$ cat src/hw/rtl/erfcse_pkg.sv
`timescale 1ns / 1ps
// erfcse_pkg: widths, fixed-point constants and shared types of the erfc/slope pipeline.
// Used by the top level, its cells and its checker; depends on nothing.
package erfcse_pkg;

	localparam int FRAC       = 32;
	localparam int X_W        = 32;
	localparam int X_FRAC     = 26;
	localparam int DIV_CELLS  = 32;
	localparam int D_W        = 36;
	localparam int ACC_W      = 36;
	localparam int ARG_W      = 34;
	localparam int MAG_W      = 33;
	localparam int PM_W       = 2 * MAG_W - FRAC;
	localparam int E_W        = 33;
	localparam int INV_W      = 33;
	localparam int YQ_W       = 43;
	localparam int YR_W       = 38;
	localparam int K_W        = 6;
	localparam int HORNER_LAT = 2;
	localparam int ERF_CELLS  = 5;
	localparam int EXP_CELLS  = 7;
	localparam int PIPE_LAT   = 2 + DIV_CELLS + ERF_CELLS * HORNER_LAT + 2;
	localparam int NEG_DLY    = PIPE_LAT - 3;
	localparam int KF_DLY     = 1 + EXP_CELLS * HORNER_LAT;
	localparam int E_DLY      = DIV_CELLS + ERF_CELLS * HORNER_LAT
		- (3 + EXP_CELLS * HORNER_LAT + 1);

	localparam logic [63:0] DEC9  = 64'd1000000000;
	localparam logic [63:0] HALF9 = 64'd500000000;

	typedef logic signed [ACC_W-1:0] acc_t;

	typedef struct packed {
		logic [D_W-1:0]       rem;
		logic [D_W-1:0]       den;
		logic [DIV_CELLS-1:0] quo;
	} div_t;

	typedef struct packed {
		logic           flush;
		logic [K_W-1:0] k;
	} kf_t;

	// Q32 value of ip + hi/1e9 + lo/1e18, rounded to nearest.
	function automatic logic [63:0] qc(input logic [63:0] ip, input logic [63:0] hi,
		input logic [63:0] lo);
		return (ip << 32) + (((hi << 32) + ((lo << 32) / DEC9) + HALF9) / DEC9);
	endfunction

	localparam logic [31:0] ERF_P32 = 32'(qc(64'd0, 64'd327591100, 64'd0));

	localparam acc_t ERF_C1 = acc_t'(qc(64'd0, 64'd254829592, 64'd0));
	localparam acc_t ERF_C2 = acc_t'(64'd0 - qc(64'd0, 64'd284496736, 64'd0));
	localparam acc_t ERF_C3 = acc_t'(qc(64'd1, 64'd421413741, 64'd0));
	localparam acc_t ERF_C4 = acc_t'(64'd0 - qc(64'd1, 64'd453152027, 64'd0));
	localparam acc_t ERF_C5 = acc_t'(qc(64'd1, 64'd61405429, 64'd0));

	localparam logic [INV_W-1:0] INV_LN2 = INV_W'(qc(64'd1, 64'd442695040, 64'd888963400));
	localparam logic [31:0]      LN2_Q   = 32'(qc(64'd0, 64'd693147180, 64'd559945300));

	localparam acc_t EX_ONE = acc_t'(64'd1 << FRAC);
	localparam acc_t EX_C1  = acc_t'(64'd0 - qc(64'd0, 64'd999999999, 64'd500000000));
	localparam acc_t EX_C2  = acc_t'(qc(64'd0, 64'd499999920, 64'd600000000));
	localparam acc_t EX_C3  = acc_t'(64'd0 - qc(64'd0, 64'd166665301, 64'd900000000));
	localparam acc_t EX_C4  = acc_t'(qc(64'd0, 64'd41657347, 64'd500000000));
	localparam acc_t EX_C5  = acc_t'(64'd0 - qc(64'd0, 64'd8301359, 64'd800000000));
	localparam acc_t EX_C6  = acc_t'(qc(64'd0, 64'd1329882, 64'd0));
	localparam acc_t EX_C7  = acc_t'(64'd0 - qc(64'd0, 64'd141316, 64'd100000000));

	localparam logic [E_W-1:0] SLOPE_K =
		E_W'(qc(64'd0, 64'd564189583, 64'd547756280) << 1);

	localparam acc_t ERF_COEF [ERF_CELLS] = '{ERF_C4, ERF_C3, ERF_C2, ERF_C1, acc_t'(0)};
	localparam acc_t EXP_COEF [EXP_CELLS] = '{EX_C6, EX_C5, EX_C4, EX_C3, EX_C2, EX_C1,
		EX_ONE};

endpackage

$ cat src/hw/rtl/erfcse_div_cell.sv
`timescale 1ns / 1ps
// erfcse_div_cell: one restoring-division cell that produces one quotient bit per stage.
// Depends on erfcse_pkg for the division record type.
module erfcse_div_cell (
	input  logic             clk,
	input  erfcse_pkg::div_t div_i,
	output erfcse_pkg::div_t div_o
);

	logic [erfcse_pkg::D_W:0] trial;
	logic [erfcse_pkg::D_W:0] diff;
	logic                     take;
	erfcse_pkg::div_t         div_s1;

	assign trial = {div_i.rem, 1'b1};
	assign diff  = trial - {1'b0, div_i.den};
	assign take  = (trial >= {1'b0, div_i.den});

	always_ff @(posedge clk) begin
		div_s1.rem <= take ? diff[erfcse_pkg::D_W-1:0] : trial[erfcse_pkg::D_W-1:0];
		div_s1.den <= div_i.den;
		div_s1.quo <= {div_i.quo[erfcse_pkg::DIV_CELLS-2:0], take};
	end

	assign div_o = div_s1;

endmodule

$ cat config.mk
export PLATFORM = sky130hd
export DESIGN_NAME = erfcse_div_cell
export DESIGN_NICKNAME = d
export VERILOG_FILES = /design/src/hw/rtl/erfcse_pkg.sv /design/src/hw/rtl/erfcse_div_cell.sv
export SDC_FILE = /design/constraint.sdc
export NUM_CORES = 1
export LEC_CHECK = 0
export BUFFER_PORTS_ARGS = -buffer_cell sky130_fd_sc_hd__clkbuf_2
export CAP_MARGIN = 20
export CELL_PAD_IN_SITES_DETAIL_PLACEMENT = 1
export CELL_PAD_IN_SITES_GLOBAL_PLACEMENT = 1
export CORE_ASPECT_RATIO = 1.1
export CORE_UTILIZATION = 34
export CTS_CLUSTER_SIZE = 40
export DETAILED_ROUTE_END_ITERATION = 8
export PLACE_DENSITY_LB_ADDON = 0.1
export SETUP_SLACK_MARGIN = 0.5
export SKIP_CTS_REPAIR_TIMING = 1
export SLEW_MARGIN = 20
export SYNTH_ARGS = -nofsm -noshare
export SYNTH_HDL_FRONTEND = slang
export SYNTH_SLANG_ARGS = --single-unit
$ cat constraint.sdc
create_clock -name clk -period 3.8 [get_ports clk]
set_clock_uncertainty 0.05 [all_clocks]
set_input_delay 0.76 -clock clk [delete_from_list [all_inputs] [get_ports clk]]
set_output_delay 0.76 -clock clk [all_outputs]
set_load 0.01 [all_outputs]
==> metrics.txt <==
1st-iter DRT viols ~160; fin crit share 85.20%; most common cell after layout, fill and taps aside clkbuf_2; share of the synthesized area in the top cell type around 44%; setup ws final around 0.56 ns; worst setup path class input pin to flip-flop; Core Area ~13000 sq um; max_cap viols 0; peak supply drop ~0.18 mV; post-synthesis register bit count 104; Slew @ Worst Pin roughly 0.49 ns; Final Hold Viols 0; post-synthesis sequential area ratio between 40% and 50%; worst path arrival time around 3.4 ns; DR vias/cell slightly below 5; hold wc startpoint div_i[9]; share of layout cells above drive strength 1 approximately 38%; run status completed; CTS tree built; first-pass GRT wire length around 21000 um; placed cell count ~870; Post-Place Setup Slack 0.1231 ns; final worst path period need between 3 and 4 ns; clock slew at reported path FFs ~0.07 ns; Top FF cell, synth dfxtp_1; Remaining Overflow, GRT 0; clk sinks roughly 100; max FFs per register approximately 100; Setup Viol. Count Final 0; Longest Clk Path Bufs 2; setup_tns 0 ns; Synth cell types between 50 and 60; nets 839; Cells after Synth 481; Worst Hold Class input pin to flip-flop; largest net degree at the start of global routing 20; GRT Resource Usage Total 18.83%; CP Max Fanout 4; DIE HEIGHT about 130 um; number of global-route vias before repair between 4000 and 5000; vias ~4300; Placement Cell Area ~6000 sq um; Port Buffers 207; Max Clock Freq roughly 300 MHz; Synth area leaders dfxtp_1 (44%), ha_1 (9.3%), a21oi_1 (4.4%); Syn Nets slightly above 600; First-pass DRT Iterations 4; Crit. Startpoint div_i[68]; LEAKAGE around 3.2 nW; Routed Wire Length 13190 um; Slew Viols, Final 0; Yosys top cell by area dfxtp_1; worst path required time roughly 4 ns; Post-synth EDFFs 0; hold path endpoint div_o[10]$_DFF_P_; Layout area overhead 35.68%; Die Span X between 100 and 150 um; Post-Layout Cell Count between 800 and 900; mapped cell area approximately 4700 sq um; RSZ-0062 raised after global routing true; H-tree depth 3; die area approximately 14000 sq um; clk root buf clkbuf_16; Initial Utilization approximately a third; DP Wirelength 10660 um; Avg Inst Size Synth around 9.7 sq um; Ports roughly 210; Slew HR between 60% and 70%; initial antenna violation count 0; startpoint types input pin; Routed Antenna Nets 0; hold path cells 1; most frequent cells in the layout clkbuf_2 (207), dfxtp_1 (104), inv_1 (48); Post-synth ARST share 0%; ANT cells 0; row cnt 44; Total Power about 3 mW; final instance area between 6000 and 7000 sq um; Yosys Warn Count 0; Power Density between 400 and 500 nW/um^2; TritonCTS buffer count 9; DR DRC count 0; fill count around 1600; RePlAce Congestion a little over 0.8; routed len/inst between 10 and 15 um; CP Capture Type flip-flop
[synth_stat cells (8+ instances only)]
library cell	instances
dfxtp_1	104
inv_1	48
a21oi_1	41
ha_1	35
o21ai_0	30
nand2_1	25
nor2_1	19
xnor2_1	18
nand3_1	16
a21o_1	15
mux2_4	11
xor2_1	11
mux2_2	8
[layer usage]
metal  up-vias  GRT usage [%]  wire (um)
met5         -              0          0
met4         0          5.653        184
met3        12          6.156       1073
met2       149          32.71       6235
met1      1989          21.87       5700
li1       2121              -          -
[cell families after synthesis]
kind of cell             count (synthesis)  share of synthesized area (%)
AO/OA/AOI/OAI                          127                          17.52
AND/OR/NAND/NOR                        100                          10.60
adder cells (fa/ha/maj)                 36                          9.776
XOR/XNOR                                29                          5.422
buffers and inverters                   60                          5.342
multiplexers                            25                          6.891
flip-flops                             104                          44.44
[power by group]
| part | internal, mW | leakage (nW) | switching, mW |
|---|---|---|---|
| Clock | 0.585 | 0.158 | 0.423 |
| Sequential | 1.21 | 0.877 | 0.0299 |
| Combinational | 0.355 | 2.20 | 0.402 |
[how the worst max path moves through the flow]
stage,cells after the start,endpoint
5_1_grt,12,div_o[99]$_DFF_P_
3_5_place_dp,12,div_o[99]$_DFF_P_
4_1_cts,12,div_o[99]$_DFF_P_
3_3_place_gp,12,div_o[99]$_DFF_P_
6_report,12,div_o[99]$_DFF_P_
2_1_floorplan,11,div_o[99]$_DFF_P_
[layout make-up]
class,instances,area [sq um],share of cell area [%]
sequential,104,2082,32.76
inverter,48,180.2,2.835
timing repair buffer,218,1161,18.27
multi-input combinational,317,2372,37.32
tap,184,230.2,3.622
clock inverter,7,105.1,1.654
clock buffer,9,225.2,3.543
[worst max-delay path, stage by stage]
cell       delay, ns
clkbuf_2        0.09
inv_1           0.04
ha_1            0.20
fa_1            0.40
nand2b_1        0.20
a21oi_2         0.24
o211ai_4        0.14
o21a_1          0.21
o311a_1         0.34
o2111ai_1       0.18
or3b_1          0.36
mux2_4          0.27
[through the flow]
| step | hold WS (ns) | utilization, % |
|---|---|---|
| after global routing | 0.4416 | 47.71 |
| after floorplan | 0.7377 | - |
| after CTS | 0.4455 | 47.34 |
| after global placement | 0.8121 | 44.86 |
| final | 0.4583 | 47.71 |
| after detailed placement | 0.8150 | 44.86 |
Power figures use the tool's default switching activity.
