### src/hw/rtl/erfcse_pkg.sv
`timescale 1ns / 1ps
// erfcse_pkg: widths, fixed-point constants and shared types of the erfc/slope pipeline.
// Used by the top level, its cells and its checker; depends on nothing.
package erfcse_pkg;

	localparam int FRAC       = 32;
	localparam int X_W        = 32;
	localparam int X_FRAC     = 26;
	localparam int DIV_CELLS  = 32;
	localparam int D_W        = 36;
	localparam int ACC_W      = 36;
	localparam int ARG_W      = 34;
	localparam int MAG_W      = 33;
	localparam int PM_W       = 2 * MAG_W - FRAC;
	localparam int E_W        = 33;
	localparam int INV_W      = 33;
	localparam int YQ_W       = 43;
	localparam int YR_W       = 38;
	localparam int K_W        = 6;
	localparam int HORNER_LAT = 2;
	localparam int ERF_CELLS  = 5;
	localparam int EXP_CELLS  = 7;
	localparam int PIPE_LAT   = 2 + DIV_CELLS + ERF_CELLS * HORNER_LAT + 2;
	localparam int NEG_DLY    = PIPE_LAT - 3;
	localparam int KF_DLY     = 1 + EXP_CELLS * HORNER_LAT;
	localparam int E_DLY      = DIV_CELLS + ERF_CELLS * HORNER_LAT
		- (3 + EXP_CELLS * HORNER_LAT + 1);

	localparam logic [63:0] DEC9  = 64'd1000000000;
	localparam logic [63:0] HALF9 = 64'd500000000;

	typedef logic signed [ACC_W-1:0] acc_t;

	typedef struct packed {
		logic [D_W-1:0]       rem;
		logic [D_W-1:0]       den;
		logic [DIV_CELLS-1:0] quo;
	} div_t;

	typedef struct packed {
		logic           flush;
		logic [K_W-1:0] k;
	} kf_t;

	// Q32 value of ip + hi/1e9 + lo/1e18, rounded to nearest.
	function automatic logic [63:0] qc(input logic [63:0] ip, input logic [63:0] hi,
		input logic [63:0] lo);
		return (ip << 32) + (((hi << 32) + ((lo << 32) / DEC9) + HALF9) / DEC9);
	endfunction

	localparam logic [31:0] ERF_P32 = 32'(qc(64'd0, 64'd327591100, 64'd0));

	localparam acc_t ERF_C1 = acc_t'(qc(64'd0, 64'd254829592, 64'd0));
	localparam acc_t ERF_C2 = acc_t'(64'd0 - qc(64'd0, 64'd284496736, 64'd0));
	localparam acc_t ERF_C3 = acc_t'(qc(64'd1, 64'd421413741, 64'd0));
	localparam acc_t ERF_C4 = acc_t'(64'd0 - qc(64'd1, 64'd453152027, 64'd0));
	localparam acc_t ERF_C5 = acc_t'(qc(64'd1, 64'd61405429, 64'd0));

	localparam logic [INV_W-1:0] INV_LN2 = INV_W'(qc(64'd1, 64'd442695040, 64'd888963400));
	localparam logic [31:0]      LN2_Q   = 32'(qc(64'd0, 64'd693147180, 64'd559945300));

	localparam acc_t EX_ONE = acc_t'(64'd1 << FRAC);
	localparam acc_t EX_C1  = acc_t'(64'd0 - qc(64'd0, 64'd999999999, 64'd500000000));
	localparam acc_t EX_C2  = acc_t'(qc(64'd0, 64'd499999920, 64'd600000000));
	localparam acc_t EX_C3  = acc_t'(64'd0 - qc(64'd0, 64'd166665301, 64'd900000000));
	localparam acc_t EX_C4  = acc_t'(qc(64'd0, 64'd41657347, 64'd500000000));
	localparam acc_t EX_C5  = acc_t'(64'd0 - qc(64'd0, 64'd8301359, 64'd800000000));
	localparam acc_t EX_C6  = acc_t'(qc(64'd0, 64'd1329882, 64'd0));
	localparam acc_t EX_C7  = acc_t'(64'd0 - qc(64'd0, 64'd141316, 64'd100000000));

	localparam logic [E_W-1:0] SLOPE_K =
		E_W'(qc(64'd0, 64'd564189583, 64'd547756280) << 1);

	localparam acc_t ERF_COEF [ERF_CELLS] = '{ERF_C4, ERF_C3, ERF_C2, ERF_C1, acc_t'(0)};
	localparam acc_t EXP_COEF [EXP_CELLS] = '{EX_C6, EX_C5, EX_C4, EX_C3, EX_C2, EX_C1,
		EX_ONE};

endpackage

### src/hw/rtl/erfcse_horner_cell.sv
`timescale 1ns / 1ps
// erfcse_horner_cell: one two-stage Horner step, acc * arg in Q32 truncated toward zero plus coef.
// Depends on erfcse_pkg for widths.
module erfcse_horner_cell (
	input  logic                                clk,
	input  logic signed [erfcse_pkg::ACC_W-1:0] acc_i,
	input  logic signed [erfcse_pkg::ARG_W-1:0] arg_i,
	input  logic signed [erfcse_pkg::ACC_W-1:0] coef_i,
	output logic signed [erfcse_pkg::ACC_W-1:0] acc_o,
	output logic signed [erfcse_pkg::ARG_W-1:0] arg_o
);

	logic [erfcse_pkg::ACC_W-1:0]        a_abs;
	logic [erfcse_pkg::ARG_W-1:0]        v_abs;
	logic [2*erfcse_pkg::MAG_W-1:0]      prod;
	logic [erfcse_pkg::ACC_W-1:0]        p_ext;
	logic [erfcse_pkg::PM_W-1:0]         pmag_s1;
	logic                                pneg_s1;
	logic signed [erfcse_pkg::ARG_W-1:0] arg_s1;
	logic signed [erfcse_pkg::ACC_W-1:0] acc_s2;
	logic signed [erfcse_pkg::ARG_W-1:0] arg_s2;

	assign a_abs = acc_i[erfcse_pkg::ACC_W-1] ? -acc_i : acc_i;
	assign v_abs = arg_i[erfcse_pkg::ARG_W-1] ? -arg_i : arg_i;
	assign prod  = a_abs[erfcse_pkg::MAG_W-1:0] * v_abs[erfcse_pkg::MAG_W-1:0];

	always_ff @(posedge clk) begin
		pmag_s1 <= prod[2*erfcse_pkg::MAG_W-1:erfcse_pkg::FRAC];
		pneg_s1 <= acc_i[erfcse_pkg::ACC_W-1] ^ arg_i[erfcse_pkg::ARG_W-1];
		arg_s1  <= arg_i;
	end

	assign p_ext = {{(erfcse_pkg::ACC_W-erfcse_pkg::PM_W){1'b0}}, pmag_s1};

	always_ff @(posedge clk) begin
		acc_s2 <= $signed(pneg_s1 ? -p_ext : p_ext) + coef_i;
		arg_s2 <= arg_s1;
	end

	assign acc_o = acc_s2;
	assign arg_o = arg_s2;

endmodule

### config.mk
export PLATFORM = sky130hd
export DESIGN_NAME = erfcse_horner_cell
export DESIGN_NICKNAME = d
export VERILOG_FILES = /design/src/hw/rtl/erfcse_pkg.sv /design/src/hw/rtl/erfcse_horner_cell.sv
export SDC_FILE = /design/constraint.sdc
export NUM_CORES = 2
export LEC_CHECK = 0
export ABC_AREA = 1
export BUFFER_PORTS_ARGS = -buffer_cell sky130_fd_sc_hd__clkbuf_2
export CORE_AREA = 2 2 383 385
export CTS_CLUSTER_DIAMETER = 50
export DETAILED_ROUTE_END_ITERATION = 8
export DIE_AREA = 0 0 385 387
export HOLD_SLACK_MARGIN = 0.15
export PLACE_DENSITY = 0.48
export SYNTH_ARGS = -nofsm -noshare
export SYNTH_HDL_FRONTEND = slang
export SYNTH_SLANG_ARGS = --single-unit
### constraint.sdc
create_clock -name clk -period 24.5 [get_ports clk]
set_input_delay 3.675 -clock clk [delete_from_list [all_inputs] [get_ports clk]]
set_output_delay 3.675 -clock clk [all_outputs]
set_load 0.02 [all_outputs]
==> results.md <==
- Initial core utilization: 0.299
- Cts repair resizes: 0
- Worst Tran Pin Value: around 1.2 ns
- Sequential area share after synthesis: 0.0643
- DP HPWL: roughly 130000 um
- Placed insts: between 7000 and 8000
- Routed WL per cell: slightly above 20 um
- CTS tree: yes
- Fin Setup TNS: 0 ns
- Reg2Reg Setup Slack: 20.44 ns
- First-pass DRT Iterations: 5
- Status: complete, no violations
- Fin cells: approximately 7600
- CTS Root Buffer Type: clkbuf_16
- Post-Syn Nets: between 6000 and 7000
- Gpl congestion: 0.932
- Core area: approximately 140000 um^2
- Post-synthesis cell count: roughly 5600
- Reg2Reg Depth: 16
- Worst Path Buf+Inv: 8
- Worst-skew pair later-pin latency: around 0.46 ns
- TritonCTS Sinks: between 100 and 150
- Antenna violations before repair: 5
- Crit-path max FO: 25
- Top delay family on crit path: adder cells
- Clock skew: 0.0142 ns
- Worst hold path depth: 0
- YS warnings: 0
- Synthesis-to-finish area growth: 8.16%
- Buffers on Ports: approximately 170
- Yosys top cell area share: 0.443
- HP Start: arg_s1[11]
- Critical Path Sink Type: flip-flop
- Global-route wire length before repair: between 200000 and 250000 um
- Final-report hold violation count: 0
- Setup Crit Path Kind: input pin to flip-flop
- Max-slew violation count: 0
- Vias per cell: between 4 and 5
- Max incr delay on CP: between 1 and 1.5 ns
- Commonest non-fill, non-tap cell in the layout: inv_1
- Die area: between 100000 and 150000 um^2
- Die W: around 390 um
- Startpoint Class: input pin
- Synthesized cell area: 43300 um^2
- Clk buf depth: 2
- Layout cells sized above 1: 0.0642
- Peak Freq: 69.5 MHz
- Final setup vio count: 0
- Post-route minimum period: ~14 ns
- Clk pin slew, worst setup/hold paths: 0.07 ns
- Row Count: 140
- Final Util: 0.323
- Tot GR Track Use: 0.211
- Min-Delay Path Class: flip-flop to flip-flop
- Die height: around 390 um
- FF-to-FF End: acc_o[28]
- Max_cap viols: 0
- Remaining global-route overflow: 0
- RSZ-0062 raised after global routing: no
- Critical Path RT: about 25 ns
- Largest cells by area after synthesis: fa_1 44%, inv_1 12%, nand2_1 9.9%
- Slowest CP cell: clkinv_1
- Final-stage net count: between 6000 and 7000
- Filler Cell Count: about 16000
- Syn Area/Cell: ~7.8 um^2
- Register bit total from synthesis: roughly 140
- CP Data Arrival Time: between 10 and 15 ns
- Normalized max-slew margin: 0.174
- Post-DRT Antenna Nets: 0
- WL final: 153000 um
- Vias in the first global route: just under 40000
- Most used cells in the layout excluding fill and tap cells: 1348 x inv_1, 1143 x nand2_1, 958 x fa_1
- Via count: ~36000
- IO Pins: roughly 180
- Hold buffer count at cts: 0
- R2R Path Start: pmag_s1[0]
- H-tree depth: 4
- Post-synthesis cell type count: 56
- Num CTS Buffers: 17
- Period utilisation layout: 0.587
- DR iter-0 viols: about 2500
- Post-synth top area cell: fa_1
- DRC Markers: 0
- Largest net degree at the start of global routing: between 40 and 50
- Postcts setup bufs: 0
- WHS Endpoint: arg_o[11]
## metal layers
layer / vias to the layer above / track usage / wire, um
li1: 16200 / - / -
met2: 1185 / 0.356 / 72300
met3: 221 / 0.0246 / 9350
met5: - / 0 / 13
met1: 18300 / 0.277 / 65000
met4: 2 / 0.0748 / 5950
## cell usage after synthesis (all sizes together)
library cell / n
fa: 958
or2: 14
a21o: 19
o21ai: 103
or3: 5
xor2: 84
o21bai: 21
o221ai: 1
and3: 3
nand3b: 5
inv: 1374
nand2: 1162
a211oi: 2
nand3: 118
o221a: 2
nor3: 45
a21boi: 5
clkinv: 10
a21oi: 132
a31oi: 15
buf: 95
clkbuf: 82
o211ai: 3
nor2: 780
nand4: 24
o31ai: 5
dfxtp: 139
xnor2: 17
o21a: 13
and2: 3
nor4: 17
ha: 299
nor3b: 2
## cell type report
class / count / area [um^2] / share of cell area
timing repair buffer: 229 / 1280 / 0.0274
tap: 1917 / 2400 / 0.0512
clock inverter: 14 / 169 / 0.00361
antenna: 3 / 7.51 / 0.000160
inverter: 1384 / 5200 / 0.111
multi-input combinational: 3857 / 34600 / 0.738
sequential: 139 / 2780 / 0.0594
clock buffer: 18 / 439 / 0.00938
## registers in the layout (all words and copies together) (netlist names)
name and flops:
acc_o 36, arg_o 34, arg_s1 34, pmag_s1 34, pneg_s1 1
## worst max-delay path by stage
stage,from,end,slack (ns),cells after the start
finish,acc_i[0],pmag_s1[30],10.11,33
global route,acc_i[0],pmag_s1[30],9.66,33
CTS,acc_i[0],pmag_s1[14],10.26,34
detailed placement,acc_i[0],pmag_s1[14],9.80,34
global placement,acc_i[0],pmag_s1[30],9.80,34
floorplan,arg_i[0],pmag_s1[30],13.45,38
## through the flow
| step | setup slack, ns | hold slack (ns) | instance area (um^2) |
|---|---|---|---|
| global placement | 9.80 | 0.311 | 46200 |
| CTS | 10.26 | 0.325 | 46800 |
| global route | 9.66 | 0.330 | 46800 |
| detailed placement | 9.80 | 0.312 | 46200 |
| finish | 10.11 | 0.319 | 46800 |
| floorplan | 13.45 | 0.310 | 43300 |
## kinds of logic (layout without fill, tap and decap cells)
kind of cell / Yosys count / in the layout / share of synthesized area
simple gates: 2178 / 2178 / 0.203
buf+inv: 1561 / 1645 / 0.139
flops: 139 / 139 / 0.0643
other cells: 0 / 3 / 0
fa+ha+maj: 1257 / 1257 / 0.529
compound gates: 321 / 321 / 0.0423
xor+xnor: 101 / 101 / 0.0220
Power is left out: the tool's default activity adds up to more than one toggle a clock period on the data nets, which glitch-free logic cannot reach.
